### src/hdl/cmdack_pkg.sv
`timescale 1ns / 1ps
`default_nettype none
// ----------------------------------------------------------------------------
// cmdack_pkg
// Shared types and constants for the command parser with acknowledged
// ADC reporting: reply job layout, character codes and reset values.
// ----------------------------------------------------------------------------
package cmdack_pkg;

   // Default command buffer capacity and reply job queue depth.
   localparam int CMD_CAPACITY_DEF = 16;
   localparam int QUEUE_DEPTH      = 4;

   // Number of command characters kept for matching.
   localparam int KEPT_CHARS = 3;

   // Timer register widths and reset values.
   localparam int         TICK_W          = 9;
   localparam logic [8:0] FIRST_DELAY_RST = 9'd1;
   localparam logic [8:0] RESEND_RST      = 9'd300;

   // Sample scaling: hundredths of a volt = (sample * 500) >> 12.
   localparam int          HUND_W    = 9;
   localparam logic [20:0] ADC_SCALE = 21'd500;

   // Configuration register indexes.
   localparam logic CSR_FIRST_DELAY = 1'b0;
   localparam logic CSR_RESEND      = 1'b1;

   // Input operation codes.
   localparam logic OP_BYTE = 1'b0;
   localparam logic OP_TICK = 1'b1;

   // Framing and command characters.
   localparam logic [7:0] CHAR_BANG = 8'h21;   // '!'
   localparam logic [7:0] CHAR_HASH = 8'h23;   // '#'
   localparam logic [7:0] CHAR_R    = 8'h52;
   localparam logic [7:0] CHAR_S    = 8'h53;
   localparam logic [7:0] CHAR_T    = 8'h54;
   localparam logic [7:0] CHAR_O    = 8'h4F;
   localparam logic [7:0] CHAR_K    = 8'h4B;

   // Index of the last character of each reply.
   localparam logic [3:0] REPORT_LAST_IDX = 4'd11;
   localparam logic [3:0] STOP_LAST_IDX   = 4'd6;

   typedef enum logic {
      JOB_REPORT,
      JOB_STOP
   } job_kind_type;

   // One reply to be sent by the back end.
   typedef struct packed {
      job_kind_type       kind;
      logic [HUND_W-1:0]  hundredths;
   } job_type;

endpackage : cmdack_pkg
`default_nettype wire

### src/hdl/cmdack_front.sv
`timescale 1ns / 1ps
`default_nettype none
// ----------------------------------------------------------------------------
// cmdack_front
// Accepts received bytes and timer ticks, parses framed commands, runs the
// report timer and queues one reply job for every reply that must be sent.
// ----------------------------------------------------------------------------
module cmdack_front #(
   parameter int CMD_CAPACITY = cmdack_pkg::CMD_CAPACITY_DEF
) (
   input  wire logic                        clock,
   input  wire logic                        reset,
   input  wire logic                        req_valid,
   output logic                             req_ready,
   input  wire logic                        req_op,
   input  wire logic [7:0]                  req_rx_byte,
   input  wire logic [11:0]                 req_adc_sample,
   input  wire logic [cmdack_pkg::TICK_W-1:0] first_delay,
   input  wire logic [cmdack_pkg::TICK_W-1:0] resend_period,
   input  wire logic                        queue_full,
   output logic                             job_valid,
   output cmdack_pkg::job_type              job
);
   import cmdack_pkg::*;

   localparam int CNT_W = $clog2(CMD_CAPACITY + 1);

   logic                 in_frame_ff, in_frame_in;
   logic [7:0]           chars_ff [KEPT_CHARS];
   logic [7:0]           chars_in [KEPT_CHARS];
   logic [CNT_W-1:0]     count_ff, count_in;
   logic                 reporting_ff, reporting_in;
   logic                 locked_ff, locked_in;
   logic [HUND_W-1:0]    held_ff, held_in;
   logic [TICK_W-1:0]    tick_ff, tick_in;
   logic                 pending_ff, pending_in;

   logic                 accept;
   logic                 rst_match;
   logic                 ok_match;
   logic [20:0]          scaled;

   // A transaction is taken whenever the reply queue has room.
   assign req_ready = ~queue_full;
   assign accept    = req_valid & req_ready;

   // Command matches need enough characters from this frame.
   assign rst_match = (count_ff >= CNT_W'(3)) && (chars_ff[0] == CHAR_R)
                      && (chars_ff[1] == CHAR_S) && (chars_ff[2] == CHAR_T);
   assign ok_match  = (count_ff >= CNT_W'(2)) && (chars_ff[0] == CHAR_O)
                      && (chars_ff[1] == CHAR_K);

   assign scaled = 21'(req_adc_sample) * ADC_SCALE;

   // Parser and timer next state.
   always_comb begin
      in_frame_in  = in_frame_ff;
      chars_in     = chars_ff;
      count_in     = count_ff;
      reporting_in = reporting_ff;
      locked_in    = locked_ff;
      held_in      = held_ff;
      tick_in      = tick_ff;
      pending_in   = pending_ff;
      job_valid    = 1'b0;
      job.kind     = JOB_REPORT;
      job.hundredths = held_ff;

      if (accept) begin
         if (req_op == OP_TICK) begin
            if (tick_ff != '0) begin
               tick_in = tick_ff - TICK_W'(1);
               if (tick_ff == TICK_W'(1)) begin
                  pending_in = 1'b1;
               end
            end
            if (reporting_ff && pending_in) begin
               job_valid  = 1'b1;
               tick_in    = resend_period;
               pending_in = 1'b0;
            end
         end else if (!in_frame_ff) begin
            if (req_rx_byte == CHAR_BANG) begin
               in_frame_in = 1'b1;
               count_in    = '0;
            end
         end else if (req_rx_byte == CHAR_BANG) begin
            // A start mark inside a frame is ignored.
         end else if (req_rx_byte != CHAR_HASH) begin
            if (count_ff < CNT_W'(CMD_CAPACITY)) begin
               if (count_ff < CNT_W'(KEPT_CHARS)) begin
                  chars_in[count_ff[1:0]] = req_rx_byte;
               end
               count_in = count_ff + CNT_W'(1);
            end
         end else begin
            in_frame_in = 1'b0;
            if (rst_match) begin
               if (!locked_ff) begin
                  held_in   = scaled[20:12];
                  locked_in = 1'b1;
               end
               reporting_in = 1'b1;
               tick_in      = first_delay;
               pending_in   = 1'b0;
            end else if (ok_match) begin
               locked_in    = 1'b0;
               reporting_in = 1'b0;
               tick_in      = '0;
               pending_in   = 1'b0;
               job_valid    = 1'b1;
               job.kind     = JOB_STOP;
            end
         end
      end
   end

   // Control state.
   always_ff @(posedge clock) begin
      if (reset) begin
         in_frame_ff  <= 1'b0;
         count_ff     <= '0;
         reporting_ff <= 1'b0;
         locked_ff    <= 1'b0;
         held_ff      <= '0;
         tick_ff      <= '0;
         pending_ff   <= 1'b0;
      end else begin
         in_frame_ff  <= in_frame_in;
         count_ff     <= count_in;
         reporting_ff <= reporting_in;
         locked_ff    <= locked_in;
         held_ff      <= held_in;
         tick_ff      <= tick_in;
         pending_ff   <= pending_in;
      end
   end

   // Kept command characters carry no reset.
   always_ff @(posedge clock) begin
      chars_ff <= chars_in;
   end

endmodule : cmdack_front
`default_nettype wire

### src/hdl/cmdack_queue.sv
`timescale 1ns / 1ps
`default_nettype none
// ----------------------------------------------------------------------------
// cmdack_queue
// Small FIFO of reply jobs between the parser front end and the serializer.
// ----------------------------------------------------------------------------
module cmdack_queue #(
   parameter int DEPTH = cmdack_pkg::QUEUE_DEPTH
) (
   input  wire logic                clock,
   input  wire logic                reset,
   input  wire logic                push,
   input  wire cmdack_pkg::job_type push_job,
   output logic                     full,
   input  wire logic                pop,
   output logic                     head_valid,
   output cmdack_pkg::job_type      head_job
);
   import cmdack_pkg::*;

   localparam int PTR_W = (DEPTH > 1) ? $clog2(DEPTH) : 1;
   localparam int CNT_W = $clog2(DEPTH + 1);

   job_type          mem [DEPTH];
   logic [PTR_W-1:0] wr_ptr_ff, wr_ptr_in;
   logic [PTR_W-1:0] rd_ptr_ff, rd_ptr_in;
   logic [CNT_W-1:0] count_ff, count_in;

   assign full       = (count_ff == CNT_W'(DEPTH));
   assign head_valid = (count_ff != '0);
   assign head_job   = mem[rd_ptr_ff];

   // Pointer and fill count updates; pointers wrap at the depth.
   always_comb begin
      wr_ptr_in = wr_ptr_ff;
      rd_ptr_in = rd_ptr_ff;
      count_in  = count_ff;
      if (push) begin
         wr_ptr_in = (wr_ptr_ff == PTR_W'(DEPTH - 1)) ? '0 : wr_ptr_ff + PTR_W'(1);
      end
      if (pop) begin
         rd_ptr_in = (rd_ptr_ff == PTR_W'(DEPTH - 1)) ? '0 : rd_ptr_ff + PTR_W'(1);
      end
      if (push && !pop) begin
         count_in = count_ff + CNT_W'(1);
      end else if (pop && !push) begin
         count_in = count_ff - CNT_W'(1);
      end
   end

   always_ff @(posedge clock) begin
      if (reset) begin
         wr_ptr_ff <= '0;
         rd_ptr_ff <= '0;
         count_ff  <= '0;
      end else begin
         wr_ptr_ff <= wr_ptr_in;
         rd_ptr_ff <= rd_ptr_in;
         count_ff  <= count_in;
      end
   end

   // Job storage.
   always_ff @(posedge clock) begin
      if (push) begin
         mem[wr_ptr_ff] <= push_job;
      end
   end

endmodule : cmdack_queue
`default_nettype wire

### src/hdl/cmdack_back.sv
`timescale 1ns / 1ps
`default_nettype none
// ----------------------------------------------------------------------------
// cmdack_back
// Serializes queued reply jobs into characters, one character per
// transaction, marking the final character of each reply.
// ----------------------------------------------------------------------------
module cmdack_back (
   input  wire logic                clock,
   input  wire logic                reset,
   input  wire logic                head_valid,
   input  wire cmdack_pkg::job_type head_job,
   output logic                     pop,
   output logic                     rsp_valid,
   input  wire logic                rsp_ready,
   output logic [7:0]               rsp_tx_byte,
   output logic                     rsp_last
);
   import cmdack_pkg::*;

   logic                active_ff, active_in;
   job_kind_type        kind_ff, kind_in;
   logic [HUND_W-1:0]   hund_ff, hund_in;
   logic [3:0]          idx_ff, idx_in;

   logic                fire;
   logic [3:0]          units;
   logic [6:0]          frac;
   logic [14:0]         tens_prod;
   logic [3:0]          tens;
   logic [3:0]          ones;

   assign rsp_valid = active_ff;
   assign fire      = rsp_valid & rsp_ready;
   assign rsp_last  = (kind_ff == JOB_STOP) ? (idx_ff == STOP_LAST_IDX)
                                            : (idx_ff == REPORT_LAST_IDX);
   assign pop       = head_valid & (~active_ff | (fire & rsp_last));

   // Decimal digits of the held value (0 to 4.99).
   always_comb begin
      priority if (hund_ff >= HUND_W'(400)) begin
         units = 4'd4;
      end else if (hund_ff >= HUND_W'(300)) begin
         units = 4'd3;
      end else if (hund_ff >= HUND_W'(200)) begin
         units = 4'd2;
      end else if (hund_ff >= HUND_W'(100)) begin
         units = 4'd1;
      end else begin
         units = 4'd0;
      end
   end

   assign frac      = 7'(hund_ff - HUND_W'(units) * HUND_W'(100));
   assign tens_prod = 15'(frac) * 15'd205;
   assign tens      = tens_prod[14:11];
   assign ones      = 4'(frac - 7'(tens) * 7'd10);

   // Character select for the current position of the reply.
   always_comb begin
      rsp_tx_byte = 8'h00;
      unique case (kind_ff)
         JOB_REPORT: begin
            case (idx_ff)
               4'd0:    rsp_tx_byte = 8'h21;            // '!'
               4'd1:    rsp_tx_byte = 8'h41;            // 'A'
               4'd2:    rsp_tx_byte = 8'h44;            // 'D'
               4'd3:    rsp_tx_byte = 8'h43;            // 'C'
               4'd4:    rsp_tx_byte = 8'h3D;            // '='
               4'd5:    rsp_tx_byte = 8'h30 + 8'(units);
               4'd6:    rsp_tx_byte = 8'h2E;            // '.'
               4'd7:    rsp_tx_byte = 8'h30 + 8'(tens);
               4'd8:    rsp_tx_byte = 8'h30 + 8'(ones);
               4'd9:    rsp_tx_byte = 8'h23;            // '#'
               4'd10:   rsp_tx_byte = 8'h0D;
               default: rsp_tx_byte = 8'h0A;
            endcase
         end
         JOB_STOP: begin
            case (idx_ff)
               4'd0:    rsp_tx_byte = 8'h53;            // 'S'
               4'd1:    rsp_tx_byte = 8'h54;            // 'T'
               4'd2:    rsp_tx_byte = 8'h4F;            // 'O'
               4'd3:    rsp_tx_byte = 8'h50;            // 'P'
               4'd4:    rsp_tx_byte = 8'h23;            // '#'
               4'd5:    rsp_tx_byte = 8'h0D;
               default: rsp_tx_byte = 8'h0A;
            endcase
         end
         default: rsp_tx_byte = 8'h00;
      endcase
   end

   // Load a new job when idle or right after the final character goes out.
   always_comb begin
      active_in = active_ff;
      kind_in   = kind_ff;
      hund_in   = hund_ff;
      idx_in    = idx_ff;
      if (pop) begin
         active_in = 1'b1;
         kind_in   = head_job.kind;
         hund_in   = head_job.hundredths;
         idx_in    = '0;
      end else if (fire) begin
         if (rsp_last) begin
            active_in = 1'b0;
         end else begin
            idx_in = idx_ff + 4'd1;
         end
      end
   end

   always_ff @(posedge clock) begin
      if (reset) begin
         active_ff <= 1'b0;
         idx_ff    <= '0;
      end else begin
         active_ff <= active_in;
         idx_ff    <= idx_in;
      end
   end

   // Job payload carries no reset.
   always_ff @(posedge clock) begin
      kind_ff <= kind_in;
      hund_ff <= hund_in;
   end

endmodule : cmdack_back
`default_nettype wire

### src/hdl/command_ack_adc_reporter_top.sv
`timescale 1ns / 1ps
`default_nettype none
// ----------------------------------------------------------------------------
// command_ack_adc_reporter_top
// Framed command parser that latches an ADC reading on RST if none is held,
// sends periodic "!ADC=d.dd#" reports on timer expiry, answers OK with "STOP#".
// ----------------------------------------------------------------------------
//
//   Channel   Direction  Handshake         Payload
//   req_      in         valid / ready     op, rx_byte, adc_sample
//   rsp_      out        valid / ready     tx_byte, last
//   csr_      in/out     APB, pready = 1   first delay (0x0), resend period (0x4)
//
// The front end takes one transaction per cycle while the reply queue has
// room; parsing and the timer update in that same cycle.
// Replies go out one character per cycle while rsp_ready is high; a report has
// 12 characters, STOP 7, so the serializer sets the sustained rate when replying.
// Reset is synchronous and active high; it needs no clearing pass.
// Output stalls back up into the queue and only then hold off req_ready.
// ----------------------------------------------------------------------------
module command_ack_adc_reporter_top #(
   parameter int CMD_CAPACITY = cmdack_pkg::CMD_CAPACITY_DEF,
   parameter int QUEUE_DEPTH  = cmdack_pkg::QUEUE_DEPTH
) (
   input  wire logic         clock,
   input  wire logic         reset,
   input  wire logic         req_valid,
   output logic              req_ready,
   input  wire logic         req_op,
   input  wire logic [7:0]   req_rx_byte,
   input  wire logic [11:0]  req_adc_sample,
   output logic              rsp_valid,
   input  wire logic         rsp_ready,
   output logic [7:0]        rsp_tx_byte,
   output logic              rsp_last,
   input  wire logic         csr_psel,
   input  wire logic         csr_penable,
   input  wire logic         csr_pwrite,
   input  wire logic [2:0]   csr_paddr,
   input  wire logic [31:0]  csr_pwdata,
   output logic [31:0]       csr_prdata,
   output logic              csr_pready
);
   import cmdack_pkg::*;

   logic [TICK_W-1:0] first_delay_ff, first_delay_in;
   logic [TICK_W-1:0] resend_ff, resend_in;
   logic              csr_write;

   logic              job_valid;
   job_type           job;
   logic              queue_full;
   logic              pop;
   logic              head_valid;
   job_type           head_job;

   // Configuration registers.
   assign csr_pready = 1'b1;
   assign csr_write  = csr_psel & csr_penable & csr_pwrite & csr_pready;

   always_comb begin
      first_delay_in = first_delay_ff;
      resend_in      = resend_ff;
      if (csr_write) begin
         unique case (csr_paddr[2])
            CSR_FIRST_DELAY: first_delay_in = csr_pwdata[TICK_W-1:0];
            CSR_RESEND:      resend_in      = csr_pwdata[TICK_W-1:0];
            default:         first_delay_in = first_delay_ff;
         endcase
      end
   end

   always_ff @(posedge clock) begin
      if (reset) begin
         first_delay_ff <= FIRST_DELAY_RST;
         resend_ff      <= RESEND_RST;
      end else begin
         first_delay_ff <= first_delay_in;
         resend_ff      <= resend_in;
      end
   end

   // Register read back.
   always_comb begin
      unique case (csr_paddr[2])
         CSR_FIRST_DELAY: csr_prdata = 32'(first_delay_ff);
         CSR_RESEND:      csr_prdata = 32'(resend_ff);
         default:         csr_prdata = '0;
      endcase
   end

   cmdack_front #(
      .CMD_CAPACITY (CMD_CAPACITY)
   ) u_front (
      .clock          (clock),
      .reset          (reset),
      .req_valid      (req_valid),
      .req_ready      (req_ready),
      .req_op         (req_op),
      .req_rx_byte    (req_rx_byte),
      .req_adc_sample (req_adc_sample),
      .first_delay    (first_delay_ff),
      .resend_period  (resend_ff),
      .queue_full     (queue_full),
      .job_valid      (job_valid),
      .job            (job)
   );

   cmdack_queue #(
      .DEPTH (QUEUE_DEPTH)
   ) u_queue (
      .clock      (clock),
      .reset      (reset),
      .push       (job_valid),
      .push_job   (job),
      .full       (queue_full),
      .pop        (pop),
      .head_valid (head_valid),
      .head_job   (head_job)
   );

   cmdack_back u_back (
      .clock       (clock),
      .reset       (reset),
      .head_valid  (head_valid),
      .head_job    (head_job),
      .pop         (pop),
      .rsp_valid   (rsp_valid),
      .rsp_ready   (rsp_ready),
      .rsp_tx_byte (rsp_tx_byte),
      .rsp_last    (rsp_last)
   );

endmodule : command_ack_adc_reporter_top
`default_nettype wire
### config.mk
export PLATFORM = sky130hd
export DESIGN_NAME = command_ack_adc_reporter_top
export DESIGN_NICKNAME = d
export VERILOG_FILES = /design/src/hdl/cmdack_pkg.sv /design/src/hdl/cmdack_front.sv /design/src/hdl/cmdack_queue.sv /design/src/hdl/cmdack_back.sv /design/src/hdl/command_ack_adc_reporter_top.sv
export SDC_FILE = /design/constraint.sdc
export NUM_CORES = 1
export LEC_CHECK = 0
export ABC_AREA = 1
export BUFFER_PORTS_ARGS = -buffer_cell sky130_fd_sc_hd__buf_2
export CAP_MARGIN = 0
export CORE_MARGIN = 2
export CORE_UTILIZATION = 54
export DETAILED_ROUTE_END_ITERATION = 6
export PLACE_DENSITY = 0.86
export SYNTH_ARGS = -nofsm -noshare
export SYNTH_HDL_FRONTEND = slang
export SYNTH_SLANG_ARGS = --single-unit
### constraint.sdc
create_clock -name clock -period 6.95 [get_ports clock]
set_input_delay 0.695 -clock clock [delete_from_list [all_inputs] [get_ports clock]]
set_output_delay 0.695 -clock clock [all_outputs]
set_load 0.1 [all_outputs]
==> summary.md <==
| Metric | Value |
|---|---|
| Vias in the first global route | `7622` |
| Routed Antenna Nets | `0` |
| Row count | `48` |
| FF+latch count, synth | `130` |
| Synth Cell Area | `9340 µm²` |
| Yosys warnings | `0` |
| Clk_lat worst skew | `0.42 ns` |
| Ports | `107` |
| Post-synthesis average cell area | `8.80 µm²` |
| Clk sink count | `130` |
| RSZ-0062 raised after global routing | `true` |
| 1st-pass router iterations | `6` |
| Family with the most delay on the worst path | `adder cells` |
| Initial core utilization | `54.6%` |
| GR Overflow Total | `0` |
| Ant diodes | `0` |
| H-tree depth | `4` |
| Number of cells on the critical path | `43` |
| Startpoint types | `flop` |
| Initial DRC count | `578` |
| Worst Path Required | `6.25 ns` |
| Worst-Margin Slew | `1.05 ns` |
| Count of pins over their slew limit | `0` |
| GPL Wtd Cong | `0.918` |
| Hold Vio Cnt, Final | `0` |
| Post-synthesis sequential area ratio | `35.8%` |
| Critical path class | `flop to output port` |
| # Max-Cap Violations | `0` |
| Status | `finished, violations left` |
| Failing checks | `setup timing` |
| Crit path time final | `7.59 ns` |
| Cell Area, Placed | `9860 µm²` |
| End point of the critical path | `rsp_tx_byte[3]` |
| Cells after synthesis | `1061` |
| Root Buffer | `clkbuf_16` |
| Relative slew slack | `30.0%` |
| Routed wire length | `21900 µm` |
| Number of flops mapped to enable cells by yosys | `74` |
| CTS tree | `built` |
| FMAX | `132 MHz` |
| Worst EP arrival | `6.89 ns` |
| Reg2reg path depth | `11` |
| Gr usage total | `23.7%` |
| Drt wl/cell | `15.8 µm` |
| Worst-path clk slew | `0.06 ns` |
| Async S/R FF share, synth | `0%` |
| CP max FO | `3` |
| Final Skew | `0.0104 ns` |
| Die X | `136 µm` |
| Nature of the critical path endpoint | `output port` |
| PortBufs | `56` |
| Worst setup path start | `u_back.hund_ff[3]` |
| Largest net degree at the start of global routing | `39` |
| Core ar. | `17100 µm²` |
| R2R setup slack | `3.87 ns` |
| Vias | `7744` |
| Primary FF master, synth | `edfxtp_1` |
| Setup violators final | `3` |
| Initial antenna violation count | `0` |
| Vias per Instance | `5.56` |
| Reg-to-reg endpoint | `u_queue.mem[0][5]` |
| Die Ht | `136 µm` |
| Slowest stage delay, CP | `0.54 ns` |
| Hold Buf Count CTS | `0` |
| FF-to-FF Start | `u_front.tick_ff[0]` |
| Synthesis-to-finish area growth | `17.5%` |
| Hold crit path type | `flop to flop` |
| Die area | `18400 µm²` |
| Share of cells above drive strength 1 | `20.6%` |
| Final core occ | `64.1%` |
| Global-route wire length before repair | `34600 µm` |
| Placed wire-length estimate | `14900 µm` |
| Most used cell, CP | `nand2_2` |
| Hold Slack | `0.487 ns` |
| Slowest-stage cell, CP | `fa_1` |
| CTS Buf Count | `17` |
| Final Cycle Share | `109%` |
| Setup slack after layout | `-0.635 ns` |
| Buf+Inv Stages, Crit Path | `12` |
| Netlist cell types | `56` |
| Filler instances | `1300` |
| Finished Cell Area | `11000 µm²` |
| Clock tree buffer depth | `2` |
| Residual DRC count | `0` |
| # nets final | `1363` |
[how the worst min path moves through the flow]
stage                                  start            endpoint  slack [ns]  depth (start not counted)
after floorplan            first_delay_ff[1]   first_delay_ff[1]        0.44                          2
after global placement     first_delay_ff[4]   first_delay_ff[4]        0.46                          2
after detailed placement   first_delay_ff[5]   first_delay_ff[5]        0.47                          2
after CTS                  first_delay_ff[5]   first_delay_ff[5]        0.48                          2
after global routing       first_delay_ff[5]   first_delay_ff[5]        0.49                          2
final                     u_front.tick_ff[1]  u_front.tick_ff[1]        0.49                          2
[per-stage QoR]
step	setup WS [ns]	instances	setup TNS (ns)
2_1_floorplan	-0.101	1084	-0.101
3_3_place_gp	-0.137	1337	-0.272
3_5_place_dp	-0.303	1337	-0.571
4_1_cts	-0.539	1387	-1.08
5_1_grt	-0.889	1392	-2.14
6_report	-0.635	1392	-1.30
[cells by family (layout without fill, tap and decap cells)]
| family | Yosys count | in the layout | synth area share [%] |
|---|---|---|---|
| adders and majority gates | 146 | 146 | 23.4 |
| buffers and inverters | 188 | 271 | 8.79 |
| xor gates and xnor gates | 16 | 16 | 1.50 |
| other | 2 | 25 | 0.0804 |
| DFF | 130 | 130 | 35.8 |
| AOI/OAI and AO/OA | 195 | 195 | 11.8 |
| and+or+nand+nor | 384 | 384 | 18.6 |
[flip-flops by register name, summed over array words and instances (netlist names)]
| register | cells |
|---|---|
| u_queue.mem | 40 |
| u_front.chars_ff | 24 |
| first_delay_ff | 9 |
| resend_ff | 9 |
| u_back.hund_ff | 9 |
| u_front.held_ff | 9 |
| u_front.tick_ff | 9 |
| u_front.count_ff | 5 |
| u_back.idx_ff | 4 |
| u_queue.count_ff | 3 |
| u_queue.rd_ptr_ff | 2 |
| u_queue.wr_ptr_ff | 2 |
| u_back.kind_ff | 1 |
| u_back.rsp_valid | 1 |
| u_front.in_frame_ff | 1 |
| u_front.pending_ff | 1 |
| u_front.reporting_ff | 1 |
[per-layer routing]
layer	vias up	track usage, %	wire, µm
met3	76	4.75	1090
met5	-	0	0
met4	0	10.1	823
li1	3702	-	-
met1	3669	26.1	8540
met2	297	44.1	11500
[Yosys cell counts (3+ instances only)]
cell / count / share of area (%)
o22ai_1: 12 / 0.80
fa_1: 48 / 10
a211oi_1: 6 / 0.48
a21oi_1: 54 / 2.9
o21ai_1: 9 / 0.48
o211ai_1: 5 / 0.40
a31oi_1: 7 / 0.47
or2_2: 3 / 0.20
nand4_1: 12 / 0.80
edfxtp_1: 74 / 24
nor3_1: 10 / 0.54
xnor2_1: 7 / 0.66
nand3_1: 50 / 2.7
nand2_1: 158 / 6.4
clkbuf_1: 13 / 0.52
nand2_2: 8 / 0.54
nand3_2: 3 / 0.32
nor2_2: 5 / 0.33
ha_1: 98 / 13
buf_4: 26 / 2.1
inv_2: 11 / 0.44
nor2_4: 4 / 0.48
a21o_1: 3 / 0.24
nor3_2: 5 / 0.54
o21ai_0: 83 / 4.4
inv_1: 133 / 5.3
xor2_1: 9 / 0.84
dfxtp_1: 56 / 12
nor2_1: 114 / 4.6
[timing repair]
action,4_1_cts,5_1_grt
endpoints found under the setup margin,3,4
resized for setup,48,31
setup buffers,18,5
pin swaps,34,34
endpoints found under the hold margin,0,0
[layout by cell type, fill, tap and decap left out, types with 47 or more instances in the layout]
master    instances
nand2_1         144
edfxtp_1         74
nor2_1          106
o21ai_0          80
ha_1             85
dfxtp_1          56
nand3_1          47
a21oi_1          50
buf_2            52
inv_1           123
[final cells by class]
cell class | instances | area, µm² | share of cell area [%]
multi-input cells | 766 | 5590 | 50.9
flip-flops and latches | 130 | 3340 | 30.5
repair buffers | 94 | 617 | 5.62
inverters | 145 | 551 | 5.02
clock buffers | 21 | 505 | 4.61
well taps | 225 | 282 | 2.57
clock inverters | 11 | 88.8 | 0.809
[tightest hold or removal path, stage by stage, from the launching register on]
cell     delay (ns)
dfxtp_1        0.32
nand2_1        0.06
a21oi_1        0.05
Power is not shown: default switching activity piles up to over one toggle a cycle in this logic, so the estimate is an artifact.
